$ cat config.mk
export PLATFORM = sky130hd
export DESIGN_NAME = rgb_crossfade_flash_sequencer
export DESIGN_NICKNAME = d
export VERILOG_FILES = /design/src/design/rcf_pkg.sv /design/src/design/rcf_regs.sv /design/src/design/rcf_ctrl.sv /design/src/design/rcf_dp.sv /design/src/design/rgb_crossfade_flash_sequencer.sv
export SDC_FILE = /design/constraint.sdc
export NUM_CORES = 1
export LEC_CHECK = 0
export BUFFER_PORTS_ARGS = -buffer_cell sky130_fd_sc_hd__buf_4
export CORE_MARGIN = 10
export CORE_UTILIZATION = 35
export DETAILED_ROUTE_END_ITERATION = 10
export PLACE_DENSITY_LB_ADDON = 0.3
export SLEW_MARGIN = 20
export SYNTH_ARGS = -nofsm -noshare
export SYNTH_HDL_FRONTEND = slang
export SYNTH_SLANG_ARGS = --single-unit
$ cat constraint.sdc
create_clock -name clk -period 8.7 [get_ports clk]
set_input_delay 0.87 -clock clk [delete_from_list [all_inputs] [get_ports clk]]
set_output_delay 0.87 -clock clk [all_outputs]
set_load 0.1 [all_outputs]
$ cat src/design/rcf_pkg.sv
// Shared types and constants for the RGB crossfade flash sequencer.
// Used by the register file, controller, datapath and top level. No dependencies.
`timescale 1ns / 1ps
`default_nettype none

package rcf_pkg;

	localparam int MAX_RAMP_STEPS_DEF = 500;

	localparam int CHAN_W    = 8;
	localparam int COLOR_W   = 24;
	localparam int BRIGHT_W  = 8;
	localparam int FLASH_W   = 7;
	localparam int STEP_W    = 9;
	localparam int HALF_W    = 8;
	localparam int NUM_LANES = 3;

	// Dividend width of the lerp division: channel difference times ramp position.
	localparam int NUM_W     = CHAN_W + STEP_W;
	localparam int MOD_STEPS = STEP_W;
	localparam int DIV_STEPS = NUM_W;
	localparam int CNT_W     = $clog2(NUM_W);

	localparam int ADDR_W    = 5;
	localparam int DATA_W    = 32;

	typedef enum logic [2:0] {
		REG_START_COLOR = 3'd0,
		REG_END_COLOR   = 3'd1,
		REG_BRIGHTNESS  = 3'd2,
		REG_FLASH_COUNT = 3'd3,
		REG_STEPS       = 3'd4,
		REG_INFINITE    = 3'd5,
		REG_NEXT_MODE   = 3'd6
	} reg_idx_t;

	typedef struct packed {
		logic [COLOR_W-1:0]  start_color;
		logic [COLOR_W-1:0]  end_color;
		logic [BRIGHT_W-1:0] brightness;
		logic [FLASH_W-1:0]  flash_count;
		logic [STEP_W-1:0]   crossfade_steps;
		logic                infinite;
		logic                has_next_mode;
	} cfg_t;

	typedef struct packed {
		logic ld_mod;
		logic div_step;
		logic upd;
		logic ld_lerp;
		logic ld_out;
	} dp_cmd_t;

	typedef struct packed {
		logic out_busy;
	} dp_stat_t;

endpackage

`default_nettype wire

$ cat src/design/rcf_regs.sv
// Configuration register file with an APB-style slave port.
// Depends on rcf_pkg; also flags the state clear caused by a change of the infinite flag.
`timescale 1ns / 1ps
`default_nettype none

module rcf_regs (
	input  wire logic                       clk,
	input  wire logic                       arst_n,
	input  wire logic                       psel,
	input  wire logic                       penable,
	input  wire logic                       pwrite,
	input  wire logic [rcf_pkg::ADDR_W-1:0] paddr,
	input  wire logic [rcf_pkg::DATA_W-1:0] pwdata,
	output logic      [rcf_pkg::DATA_W-1:0] prdata,
	output logic                            pready,
	output rcf_pkg::cfg_t                   cfg,
	output logic                            clr_state
);
	import rcf_pkg::*;

	cfg_t     cfg_q;
	reg_idx_t idx;
	logic     wr_en;

	assign idx    = reg_idx_t'(paddr[ADDR_W-1:2]);
	assign wr_en  = psel && penable && pwrite;
	assign pready = 1'b1;
	assign cfg    = cfg_q;

	assign clr_state = wr_en && (idx == REG_INFINITE) && (pwdata[0] != cfg_q.infinite);

	always_ff @(posedge clk or negedge arst_n) begin
		if (!arst_n) begin
			cfg_q.start_color     <= '0;
			cfg_q.end_color       <= '0;
			cfg_q.brightness      <= '1;
			cfg_q.flash_count     <= FLASH_W'(1);
			cfg_q.crossfade_steps <= STEP_W'(1);
			cfg_q.infinite        <= 1'b0;
			cfg_q.has_next_mode   <= 1'b0;
		end else if (wr_en) begin
			case (idx)
				REG_START_COLOR: cfg_q.start_color     <= pwdata[COLOR_W-1:0];
				REG_END_COLOR:   cfg_q.end_color       <= pwdata[COLOR_W-1:0];
				REG_BRIGHTNESS:  cfg_q.brightness      <= pwdata[BRIGHT_W-1:0];
				REG_FLASH_COUNT: cfg_q.flash_count     <= pwdata[FLASH_W-1:0];
				REG_STEPS:       cfg_q.crossfade_steps <= pwdata[STEP_W-1:0];
				REG_INFINITE:    cfg_q.infinite        <= pwdata[0];
				REG_NEXT_MODE:   cfg_q.has_next_mode   <= pwdata[0];
				default: ;
			endcase
		end
	end

	always_comb begin
		case (idx)
			REG_START_COLOR: prdata = DATA_W'(cfg_q.start_color);
			REG_END_COLOR:   prdata = DATA_W'(cfg_q.end_color);
			REG_BRIGHTNESS:  prdata = DATA_W'(cfg_q.brightness);
			REG_FLASH_COUNT: prdata = DATA_W'(cfg_q.flash_count);
			REG_STEPS:       prdata = DATA_W'(cfg_q.crossfade_steps);
			REG_INFINITE:    prdata = DATA_W'(cfg_q.infinite);
			REG_NEXT_MODE:   prdata = DATA_W'(cfg_q.has_next_mode);
			default:         prdata = '0;
		endcase
	end

endmodule

`default_nettype wire

$ cat src/design/rcf_ctrl.sv
// Controller state machine that sequences one tick through modulo, update, divide and output.
// Depends on rcf_pkg; drives the datapath through dp_cmd_t and reads dp_stat_t.
`timescale 1ns / 1ps
`default_nettype none

module rcf_ctrl (
	input  wire logic          clk,
	input  wire logic          arst_n,
	input  wire logic          in_valid,
	output logic               in_stall,
	output rcf_pkg::dp_cmd_t   cmd,
	input  wire rcf_pkg::dp_stat_t stat
);
	import rcf_pkg::*;

	typedef enum logic [2:0] {
		S_IDLE,
		S_MOD,
		S_UPD,
		S_LOAD,
		S_DIV,
		S_FIN
	} state_t;

	state_t           state_q;
	logic [CNT_W-1:0] cnt_q;
	logic             accept;

	assign in_stall = (state_q != S_IDLE);
	assign accept   = in_valid && (state_q == S_IDLE);

	assign cmd.ld_mod   = accept;
	assign cmd.div_step = (state_q == S_MOD) || (state_q == S_DIV);
	assign cmd.upd      = (state_q == S_UPD);
	assign cmd.ld_lerp  = (state_q == S_LOAD);
	assign cmd.ld_out   = (state_q == S_FIN) && !stat.out_busy;

	always_ff @(posedge clk or negedge arst_n) begin
		if (!arst_n) begin
			state_q <= S_IDLE;
			cnt_q   <= '0;
		end else begin
			unique case (state_q)
				S_IDLE: begin
					if (accept) begin
						state_q <= S_MOD;
						cnt_q   <= CNT_W'(MOD_STEPS - 1);
					end
				end
				S_MOD: begin
					if (cnt_q == '0) begin
						state_q <= S_UPD;
					end else begin
						cnt_q <= cnt_q - CNT_W'(1);
					end
				end
				S_UPD: begin
					state_q <= S_LOAD;
				end
				S_LOAD: begin
					state_q <= S_DIV;
					cnt_q   <= CNT_W'(DIV_STEPS - 1);
				end
				S_DIV: begin
					if (cnt_q == '0) begin
						state_q <= S_FIN;
					end else begin
						cnt_q <= cnt_q - CNT_W'(1);
					end
				end
				S_FIN: begin
					if (!stat.out_busy) begin
						state_q <= S_IDLE;
					end
				end
			endcase
		end
	end

	a_out_then_idle: assert property (@(posedge clk) disable iff (!arst_n)
		cmd.ld_out |=> state_q == S_IDLE)
		else $error("controller did not return to idle after loading a result");

	a_mod_to_upd: assert property (@(posedge clk) disable iff (!arst_n)
		(state_q == S_MOD && cnt_q == '0) |=> state_q == S_UPD)
		else $error("modulo pass did not end after its last step");

	a_one_load: assert property (@(posedge clk) disable iff (!arst_n)
		$onehot0({cmd.ld_mod, cmd.upd, cmd.ld_lerp, cmd.ld_out}))
		else $error("more than one load command in a cycle");

endmodule

`default_nettype wire

$ cat src/design/rcf_dp.sv
// Datapath: phase and half-flash state, three-lane restoring divider and output register.
// Depends on rcf_pkg; lane 0 of the divider also reduces the phase modulo the step count.
`timescale 1ns / 1ps
`default_nettype none

module rcf_dp #(
	parameter int MAX_RAMP_STEPS = rcf_pkg::MAX_RAMP_STEPS_DEF
) (
	input  wire logic                       clk,
	input  wire logic                       arst_n,
	input  wire rcf_pkg::cfg_t              cfg,
	input  wire logic                       clr_state,
	input  wire logic                       restart,
	input  wire rcf_pkg::dp_cmd_t           cmd,
	output rcf_pkg::dp_stat_t               stat,
	output logic                            out_valid,
	input  wire logic                       out_stall,
	output logic                            color_valid,
	output logic      [rcf_pkg::CHAN_W-1:0] red,
	output logic      [rcf_pkg::CHAN_W-1:0] green,
	output logic      [rcf_pkg::CHAN_W-1:0] blue,
	output logic                            switch_mode
);
	import rcf_pkg::*;

	localparam int StepsMaxI = (1 << STEP_W) - 1;
	localparam int StepsCapI = (MAX_RAMP_STEPS < StepsMaxI) ? MAX_RAMP_STEPS : StepsMaxI;
	localparam logic [STEP_W-1:0] StepsCap = STEP_W'(StepsCapI);

	logic [STEP_W-1:0] phase_q;
	logic [HALF_W-1:0] hf_q;
	logic              restart_q;
	logic [STEP_W-1:0] dvs_q;
	logic [STEP_W-1:0] p_q;
	logic              out_valid_q;
	logic              color_q;
	logic              switch_q;
	logic [CHAN_W-1:0] red_q;
	logic [CHAN_W-1:0] green_q;
	logic [CHAN_W-1:0] blue_q;

	logic [NUM_W-1:0]  num_q [NUM_LANES];
	logic [STEP_W-1:0] rem_q [NUM_LANES];
	logic [NUM_W-1:0]  quo_q [NUM_LANES];
	logic              neg_q [NUM_LANES];

	logic [STEP_W-1:0] steps_eff;
	logic [STEP_W-1:0] steps_m1;
	logic [STEP_W-1:0] phase_src;
	logic [STEP_W:0]   p_plus;
	logic [STEP_W-1:0] phase_nxt;
	logic [HALF_W-1:0] hf_nxt;
	logic [STEP_W-1:0] k_val;
	logic              running;
	logic              valid_c;
	logic              switch_c;

	logic [STEP_W:0]   trial    [NUM_LANES];
	logic [STEP_W:0]   sub      [NUM_LANES];
	logic              ge       [NUM_LANES];
	logic [STEP_W-1:0] rem_n    [NUM_LANES];
	logic [CHAN_W-1:0] s_ch     [NUM_LANES];
	logic [CHAN_W-1:0] e_ch     [NUM_LANES];
	logic              neg      [NUM_LANES];
	logic [CHAN_W-1:0] dif      [NUM_LANES];
	logic [NUM_W-1:0]  prod     [NUM_LANES];
	logic [NUM_W-1:0]  lerp_num [NUM_LANES];
	logic [CHAN_W-1:0] chan     [NUM_LANES];

	always_comb begin
		steps_eff = cfg.crossfade_steps;
		if (steps_eff == '0) begin
			steps_eff = STEP_W'(1);
		end
		if (steps_eff > StepsCap) begin
			steps_eff = StepsCap;
		end
	end

	assign steps_m1  = steps_eff - STEP_W'(1);
	assign phase_src = restart ? '0 : phase_q;

	assign p_plus    = {1'b0, rem_q[0]} + (STEP_W + 1)'(1);
	assign phase_nxt = (p_plus >= {1'b0, steps_eff}) ? '0 : p_plus[STEP_W-1:0];

	always_comb begin
		hf_nxt = hf_q;
		if (!restart_q && rem_q[0] == '0) begin
			if (cfg.infinite) begin
				hf_nxt = hf_q + HALF_W'(1);
			end else if (hf_q != '1) begin
				hf_nxt = hf_q + HALF_W'(1);
			end
		end
	end

	assign k_val    = hf_q[0] ? (steps_m1 - p_q) : p_q;
	assign running  = (hf_q[HALF_W-1:1] < cfg.flash_count) || cfg.infinite;
	assign valid_c  = running && (cfg.brightness != '0);
	assign switch_c = !running && cfg.has_next_mode;

	always_comb begin
		for (int i = 0; i < NUM_LANES; i++) begin
			trial[i] = {rem_q[i], num_q[i][NUM_W-1]};
			sub[i]   = trial[i] - {1'b0, dvs_q};
			ge[i]    = (trial[i] >= {1'b0, dvs_q});
			rem_n[i] = ge[i] ? sub[i][STEP_W-1:0] : trial[i][STEP_W-1:0];

			s_ch[i] = cfg.start_color[CHAN_W*(NUM_LANES-1-i) +: CHAN_W];
			e_ch[i] = cfg.end_color[CHAN_W*(NUM_LANES-1-i) +: CHAN_W];
			neg[i]  = (e_ch[i] < s_ch[i]);
			dif[i]  = neg[i] ? (s_ch[i] - e_ch[i]) : (e_ch[i] - s_ch[i]);
			prod[i] = NUM_W'(dif[i]) * NUM_W'(k_val);
			// A falling channel rounds the quotient up, which floors the negative step.
			lerp_num[i] = neg[i] ? (prod[i] + NUM_W'(steps_m1) - NUM_W'(1)) : prod[i];

			if (dvs_q == '0) begin
				chan[i] = s_ch[i];
			end else if (neg_q[i]) begin
				chan[i] = s_ch[i] - quo_q[i][CHAN_W-1:0];
			end else begin
				chan[i] = s_ch[i] + quo_q[i][CHAN_W-1:0];
			end
		end
	end

	always_ff @(posedge clk or negedge arst_n) begin
		if (!arst_n) begin
			phase_q     <= '0;
			hf_q        <= '0;
			restart_q   <= 1'b0;
			dvs_q       <= '0;
			out_valid_q <= 1'b0;
		end else begin
			if (clr_state) begin
				phase_q <= '0;
				hf_q    <= '0;
			end else if (cmd.ld_mod && restart) begin
				phase_q <= '0;
				hf_q    <= '0;
			end else if (cmd.upd) begin
				phase_q <= phase_nxt;
				hf_q    <= hf_nxt;
			end

			if (cmd.ld_mod) begin
				restart_q <= restart;
				dvs_q     <= steps_eff;
			end else if (cmd.ld_lerp) begin
				dvs_q <= steps_m1;
			end

			if (cmd.ld_out) begin
				out_valid_q <= 1'b1;
			end else if (!out_stall) begin
				out_valid_q <= 1'b0;
			end
		end
	end

	always_ff @(posedge clk) begin
		for (int i = 0; i < NUM_LANES; i++) begin
			if (cmd.ld_mod) begin
				num_q[i] <= (i == 0) ? {phase_src, {(NUM_W - STEP_W){1'b0}}} : '0;
				rem_q[i] <= '0;
				quo_q[i] <= '0;
			end else if (cmd.ld_lerp) begin
				num_q[i] <= lerp_num[i];
				rem_q[i] <= '0;
				quo_q[i] <= '0;
				neg_q[i] <= neg[i];
			end else if (cmd.div_step) begin
				num_q[i] <= {num_q[i][NUM_W-2:0], 1'b0};
				rem_q[i] <= rem_n[i];
				quo_q[i] <= {quo_q[i][NUM_W-2:0], ge[i]};
			end
		end

		if (cmd.upd) begin
			p_q <= rem_q[0];
		end

		if (cmd.ld_out) begin
			color_q  <= valid_c;
			switch_q <= switch_c;
			red_q    <= valid_c ? chan[0] : '0;
			green_q  <= valid_c ? chan[1] : '0;
			blue_q   <= valid_c ? chan[2] : '0;
		end
	end

	assign stat.out_busy = out_valid_q && out_stall;
	assign out_valid     = out_valid_q;
	assign color_valid   = color_q;
	assign switch_mode   = switch_q;
	assign red           = red_q;
	assign green         = green_q;
	assign blue          = blue_q;

	a_rem_bound: assert property (@(posedge clk) disable iff (!arst_n)
		(dvs_q != '0) |-> (rem_q[0] < dvs_q) && (rem_q[1] < dvs_q) && (rem_q[2] < dvs_q))
		else $error("divider remainder reached the divisor");

	a_dark_zero: assert property (@(posedge clk) disable iff (!arst_n)
		(out_valid_q && !color_q) |-> (red_q == '0) && (green_q == '0) && (blue_q == '0))
		else $error("colour channels not zero without a driven colour");

	a_color_no_switch: assert property (@(posedge clk) disable iff (!arst_n)
		(out_valid_q && color_q) |-> !switch_q)
		else $error("mode switch requested while a colour is driven");

endmodule

`default_nettype wire

$ cat src/design/rgb_crossfade_flash_sequencer.sv
// Top level of the RGB crossfade flash sequencer.
// Instantiates rcf_regs, rcf_ctrl and rcf_dp; depends on rcf_pkg.
//
//   Channel   Handshake             Payload
//   input     in_valid / in_stall   restart
//   output    out_valid / out_stall color_valid, red, green, blue, switch_mode
//   config    APB psel / penable    paddr, pwdata, prdata (pready always high)
//
// Each transaction runs through the shared restoring divider twice:
// its steps first reduce the phase, then interpolate the three channels.
// One transaction is processed at a time; a finished result waits in the output register.
// When the output is stalled with a result pending, the controller holds in its final state.
// Reset is asynchronous and active low and needs no clearing pass.
`timescale 1ns / 1ps
`default_nettype none

module rgb_crossfade_flash_sequencer #(
	parameter int MAX_RAMP_STEPS = rcf_pkg::MAX_RAMP_STEPS_DEF
) (
	input  wire logic                       clk,
	input  wire logic                       arst_n,
	input  wire logic                       in_valid,
	output logic                            in_stall,
	input  wire logic                       restart,
	output logic                            out_valid,
	input  wire logic                       out_stall,
	output logic                            color_valid,
	output logic      [rcf_pkg::CHAN_W-1:0] red,
	output logic      [rcf_pkg::CHAN_W-1:0] green,
	output logic      [rcf_pkg::CHAN_W-1:0] blue,
	output logic                            switch_mode,
	input  wire logic                       psel,
	input  wire logic                       penable,
	input  wire logic                       pwrite,
	input  wire logic [rcf_pkg::ADDR_W-1:0] paddr,
	input  wire logic [rcf_pkg::DATA_W-1:0] pwdata,
	output logic      [rcf_pkg::DATA_W-1:0] prdata,
	output logic                            pready
);
	import rcf_pkg::*;

	cfg_t     cfg;
	logic     clr_state;
	dp_cmd_t  cmd;
	dp_stat_t stat;

	rcf_regs u_regs (
		.clk       (clk),
		.arst_n    (arst_n),
		.psel      (psel),
		.penable   (penable),
		.pwrite    (pwrite),
		.paddr     (paddr),
		.pwdata    (pwdata),
		.prdata    (prdata),
		.pready    (pready),
		.cfg       (cfg),
		.clr_state (clr_state)
	);

	rcf_ctrl u_ctrl (
		.clk      (clk),
		.arst_n   (arst_n),
		.in_valid (in_valid),
		.in_stall (in_stall),
		.cmd      (cmd),
		.stat     (stat)
	);

	rcf_dp #(
		.MAX_RAMP_STEPS (MAX_RAMP_STEPS)
	) u_dp (
		.clk         (clk),
		.arst_n      (arst_n),
		.cfg         (cfg),
		.clr_state   (clr_state),
		.restart     (restart),
		.cmd         (cmd),
		.stat        (stat),
		.out_valid   (out_valid),
		.out_stall   (out_stall),
		.color_valid (color_valid),
		.red         (red),
		.green       (green),
		.blue        (blue),
		.switch_mode (switch_mode)
	);

endmodule

`default_nettype wire

==> summary.txt <==
Status
  – Outcome: finished, final reports clean

Clocking
  – Clock transition at the registers of the reported paths: 60 ps
  – Hold buffers post-CTS: 0
  – H-tree depth: 1
  – Clk root buf: clkbuf_16
  – Num CTS Buffers: 30
  – Clock Latency Late Sink: 600 ps
  – Clk buf depth: 3
  – CTS tree: yes
  – Total clock sinks: 250

Synthesis
  – Yosys warnings: 0
  – Synth Register Bits: 250
  – Dominant cell type by area after synthesis: edfxtp_1
  – Syn Std Cell Area: 25400 um2
  – Async SR Flop Fraction: 44.0%
  – Register area share after synthesis: 27.4%
  – Post-synth EDFFs: 140
  – Unique masters post-synth: 80
  – Synth area leaders: edfxtp_1, ha_1, fa_1
  – Most frequently used flop master after synthesis: edfxtp_1
  – Syn Inst Count: 2855
  – Synth top area share: 16.5%
  – Syn avg cell area: 8.91 um2

Route
  – Drt pass-1 iters: 5
  – Routed WL: 66.8 mm
  – ANT nets after route: 0
  – DRT iter0 DRCs: 1091
  – WL/cell: 16.3 um
  – Vias/cell: 4.94
  – DR vias: 20213
  – DRC: 0

Timing
  – Skew final: 27.0 ps
  – Tmin final: 8420 ps
  – Max Clk Rate: 119 MHz
  – Final setup viols: 0
  – Slew Limit Fails: 0
  – Slew headroom: 25.9%
  – Final worst-path cycle share: 96.8%
  – Worst slew pin tran: 1100 ps
  – RSZ-0062 raised after global routing: true
  – Hold Vio Cnt, Final: 0

Critical path
  – Critical Path AT: 8730 ps
  – Critical path's top delay family: adder cells
  – FF-to-FF path depth: 42
  – Worst path bufs/invs: 9
  – CP max stage delay: 520 ps
  – Crit Path Max Fanout: 5
  – CP max-delay cell: fa_1
  – Critical Path Stages: 42
  – Worst path required time: 9010 ps
  – Startpoint Class: register
  – Crit end category: register
  – WS Path Type: reg2reg
  – Most used cell, CP: inv_2

Floorplan
  – Die area: 83800 um2
  – Initial core utilization: 35.4%
  – Core area: 71700 um2
  – I/O Pins: 106
  – Die H: 290 um
  – Site Rows: 98
  – Die width: 290 um

Global route
  – Antenna violations before repair: 0
  – Total grt overflow: 0
  – Largest net degree at the start of global routing: 75
  – GRT Util Overall: 15.6%
  – Vias in the first global route: 20511
  – Global-route wire length before repair: 107 mm

Finish
  – Fraction of layout cells with a size suffix above 1: 19.6%
  – Ant. Diodes: 0
  – Sequential cell area: 6970 um2
  – # fillers: 7066
  – Multi-input combinational cell area: 17300 um2
  – Fin nets: 3614
  – Area Overhead vs Synth: 20.8%
  – Post-route cell area: 30700 um2

Flow run
  – Max cap viols: 0

Placed design
  – Routability congestion estimate: 0.836
  – Port bufs: 86
  – Post-DP HPWL: 51.7 mm
  – Area post-placement: 28600 um2

Worst hold path
  – Hold Crit Class: in2async
-- synthesized netlist by cell type, types with 10 or more instances --
master      n
inv_1     404
nor2_1    341
ha_1      306
nand2_1   224
o21ai_0   173
fa_1      142
edfxtp_1  140
a21oi_1   134
xnor2_1   122
dfrtp_1   100
mux2i_1    77
clkbuf_1   75
xor2_1     50
a21o_1     46
nor3_1     43
or2_2      40
nand3_1    30
mux2_2     25
nand2b_1   23
nor2b_1    22
or3_1      22
a211oi_1   21
and3_1     20
a31oi_1    17
o21bai_1   17
and2_1     16
o211ai_1   15
o21a_1     15
nand4_1    14
o21ai_1    14
buf_1      13
a22oi_1    11
or2_1      11
buf_4      10
dfstp_2    10
o31ai_1    10
-- state kept, by name, summed over array words and instances (netlist names), 9 cells and up --
register      count
u_dp.p_q          9
u_dp.dvs_q        9
u_dp.num_q       51
u_dp.rem_q       27
u_dp.phase_q      9
u_dp.quo_q       24
u_regs.cfg       74
-- final timing paths --
kind                                      start           endpoint  slack (ps)
min in group clk                u_dp.phase_q[8]    u_dp.phase_q[8]         470
max in group asynchronous                arst_n      u_regs.cfg[2]        7270
worst max register to register    u_regs.cfg[8]  u_dp.num_q[1][15]         280
worst min register to register  u_dp.phase_q[8]    u_dp.phase_q[8]         470
worst max-delay path              u_regs.cfg[8]  u_dp.num_q[1][15]         280
worst min-delay path                     arst_n     u_regs.cfg[68]         250
-- logic make-up after synthesis --
family	after synthesis	synth area share, %
and+or+nand+nor	830	14.6
xor gates and xnor gates	176	6.27
other	2	0.0295
AOI/OAI and AO/OA	531	12.9
DFF	250	27.4
muxes	111	4.85
adders and majority gates	448	26.2
buffers and inverters	507	7.70
-- metrics by stage --
step                hold slack, ps  setup TNS, ps  utilization, %  setup WS [ps]  cells
floorplan                      437              0               -            112   2862
global route                   270           -810            42.8           -159   4095
detailed placement             461           -350            39.9           -122   4005
global placement               453          -47.8            39.9          -31.4   4005
CTS                            257              0            41.5           22.0   4061
finish                         251              0            42.8            281   4095
-- layer usage --
metal / global-route usage [%] / wire length [um] / vias up
met4: 3.45 / 1530 / 0
met3: 1.87 / 2710 / 78
met1: 21.1 / 30800 / 9697
met2: 26.6 / 31800 / 332
li1: - / - / 10106
met5: 0 / 0 / -
-- cell usage in the layout (no fill, tap or decap), types with 98 or more instances in the layout --
cell type,Yosys,layout
inv_1,404,388
nor2_1,341,330
buf_4,10,309
ha_1,306,290
nand2_1,224,216
o21ai_0,173,161
edfxtp_1,140,140
fa_1,142,139
a21oi_1,134,119
xnor2_1,122,114
dfrtp_1,100,98
-- layout make-up --
type / count / share of cell area (%)
inverter: 406 / 4.99
timing repair buffer: 328 / 8.60
sequential: 250 / 22.7
clock buffer: 45 / 3.17
tap: 950 / 3.87
multi-input combinational: 2105 / 56.3
clock inverter: 11 / 0.367
-- what timing repair did --
item	CTS	global route
resized for setup	7	154
setup buffers	0	31
endpoints found under the setup margin	6	16
cloned	0	1
pin swaps	0	93
Power is not shown: default switching activity piles up to over one toggle a cycle in this logic, so the estimate is an artifact.
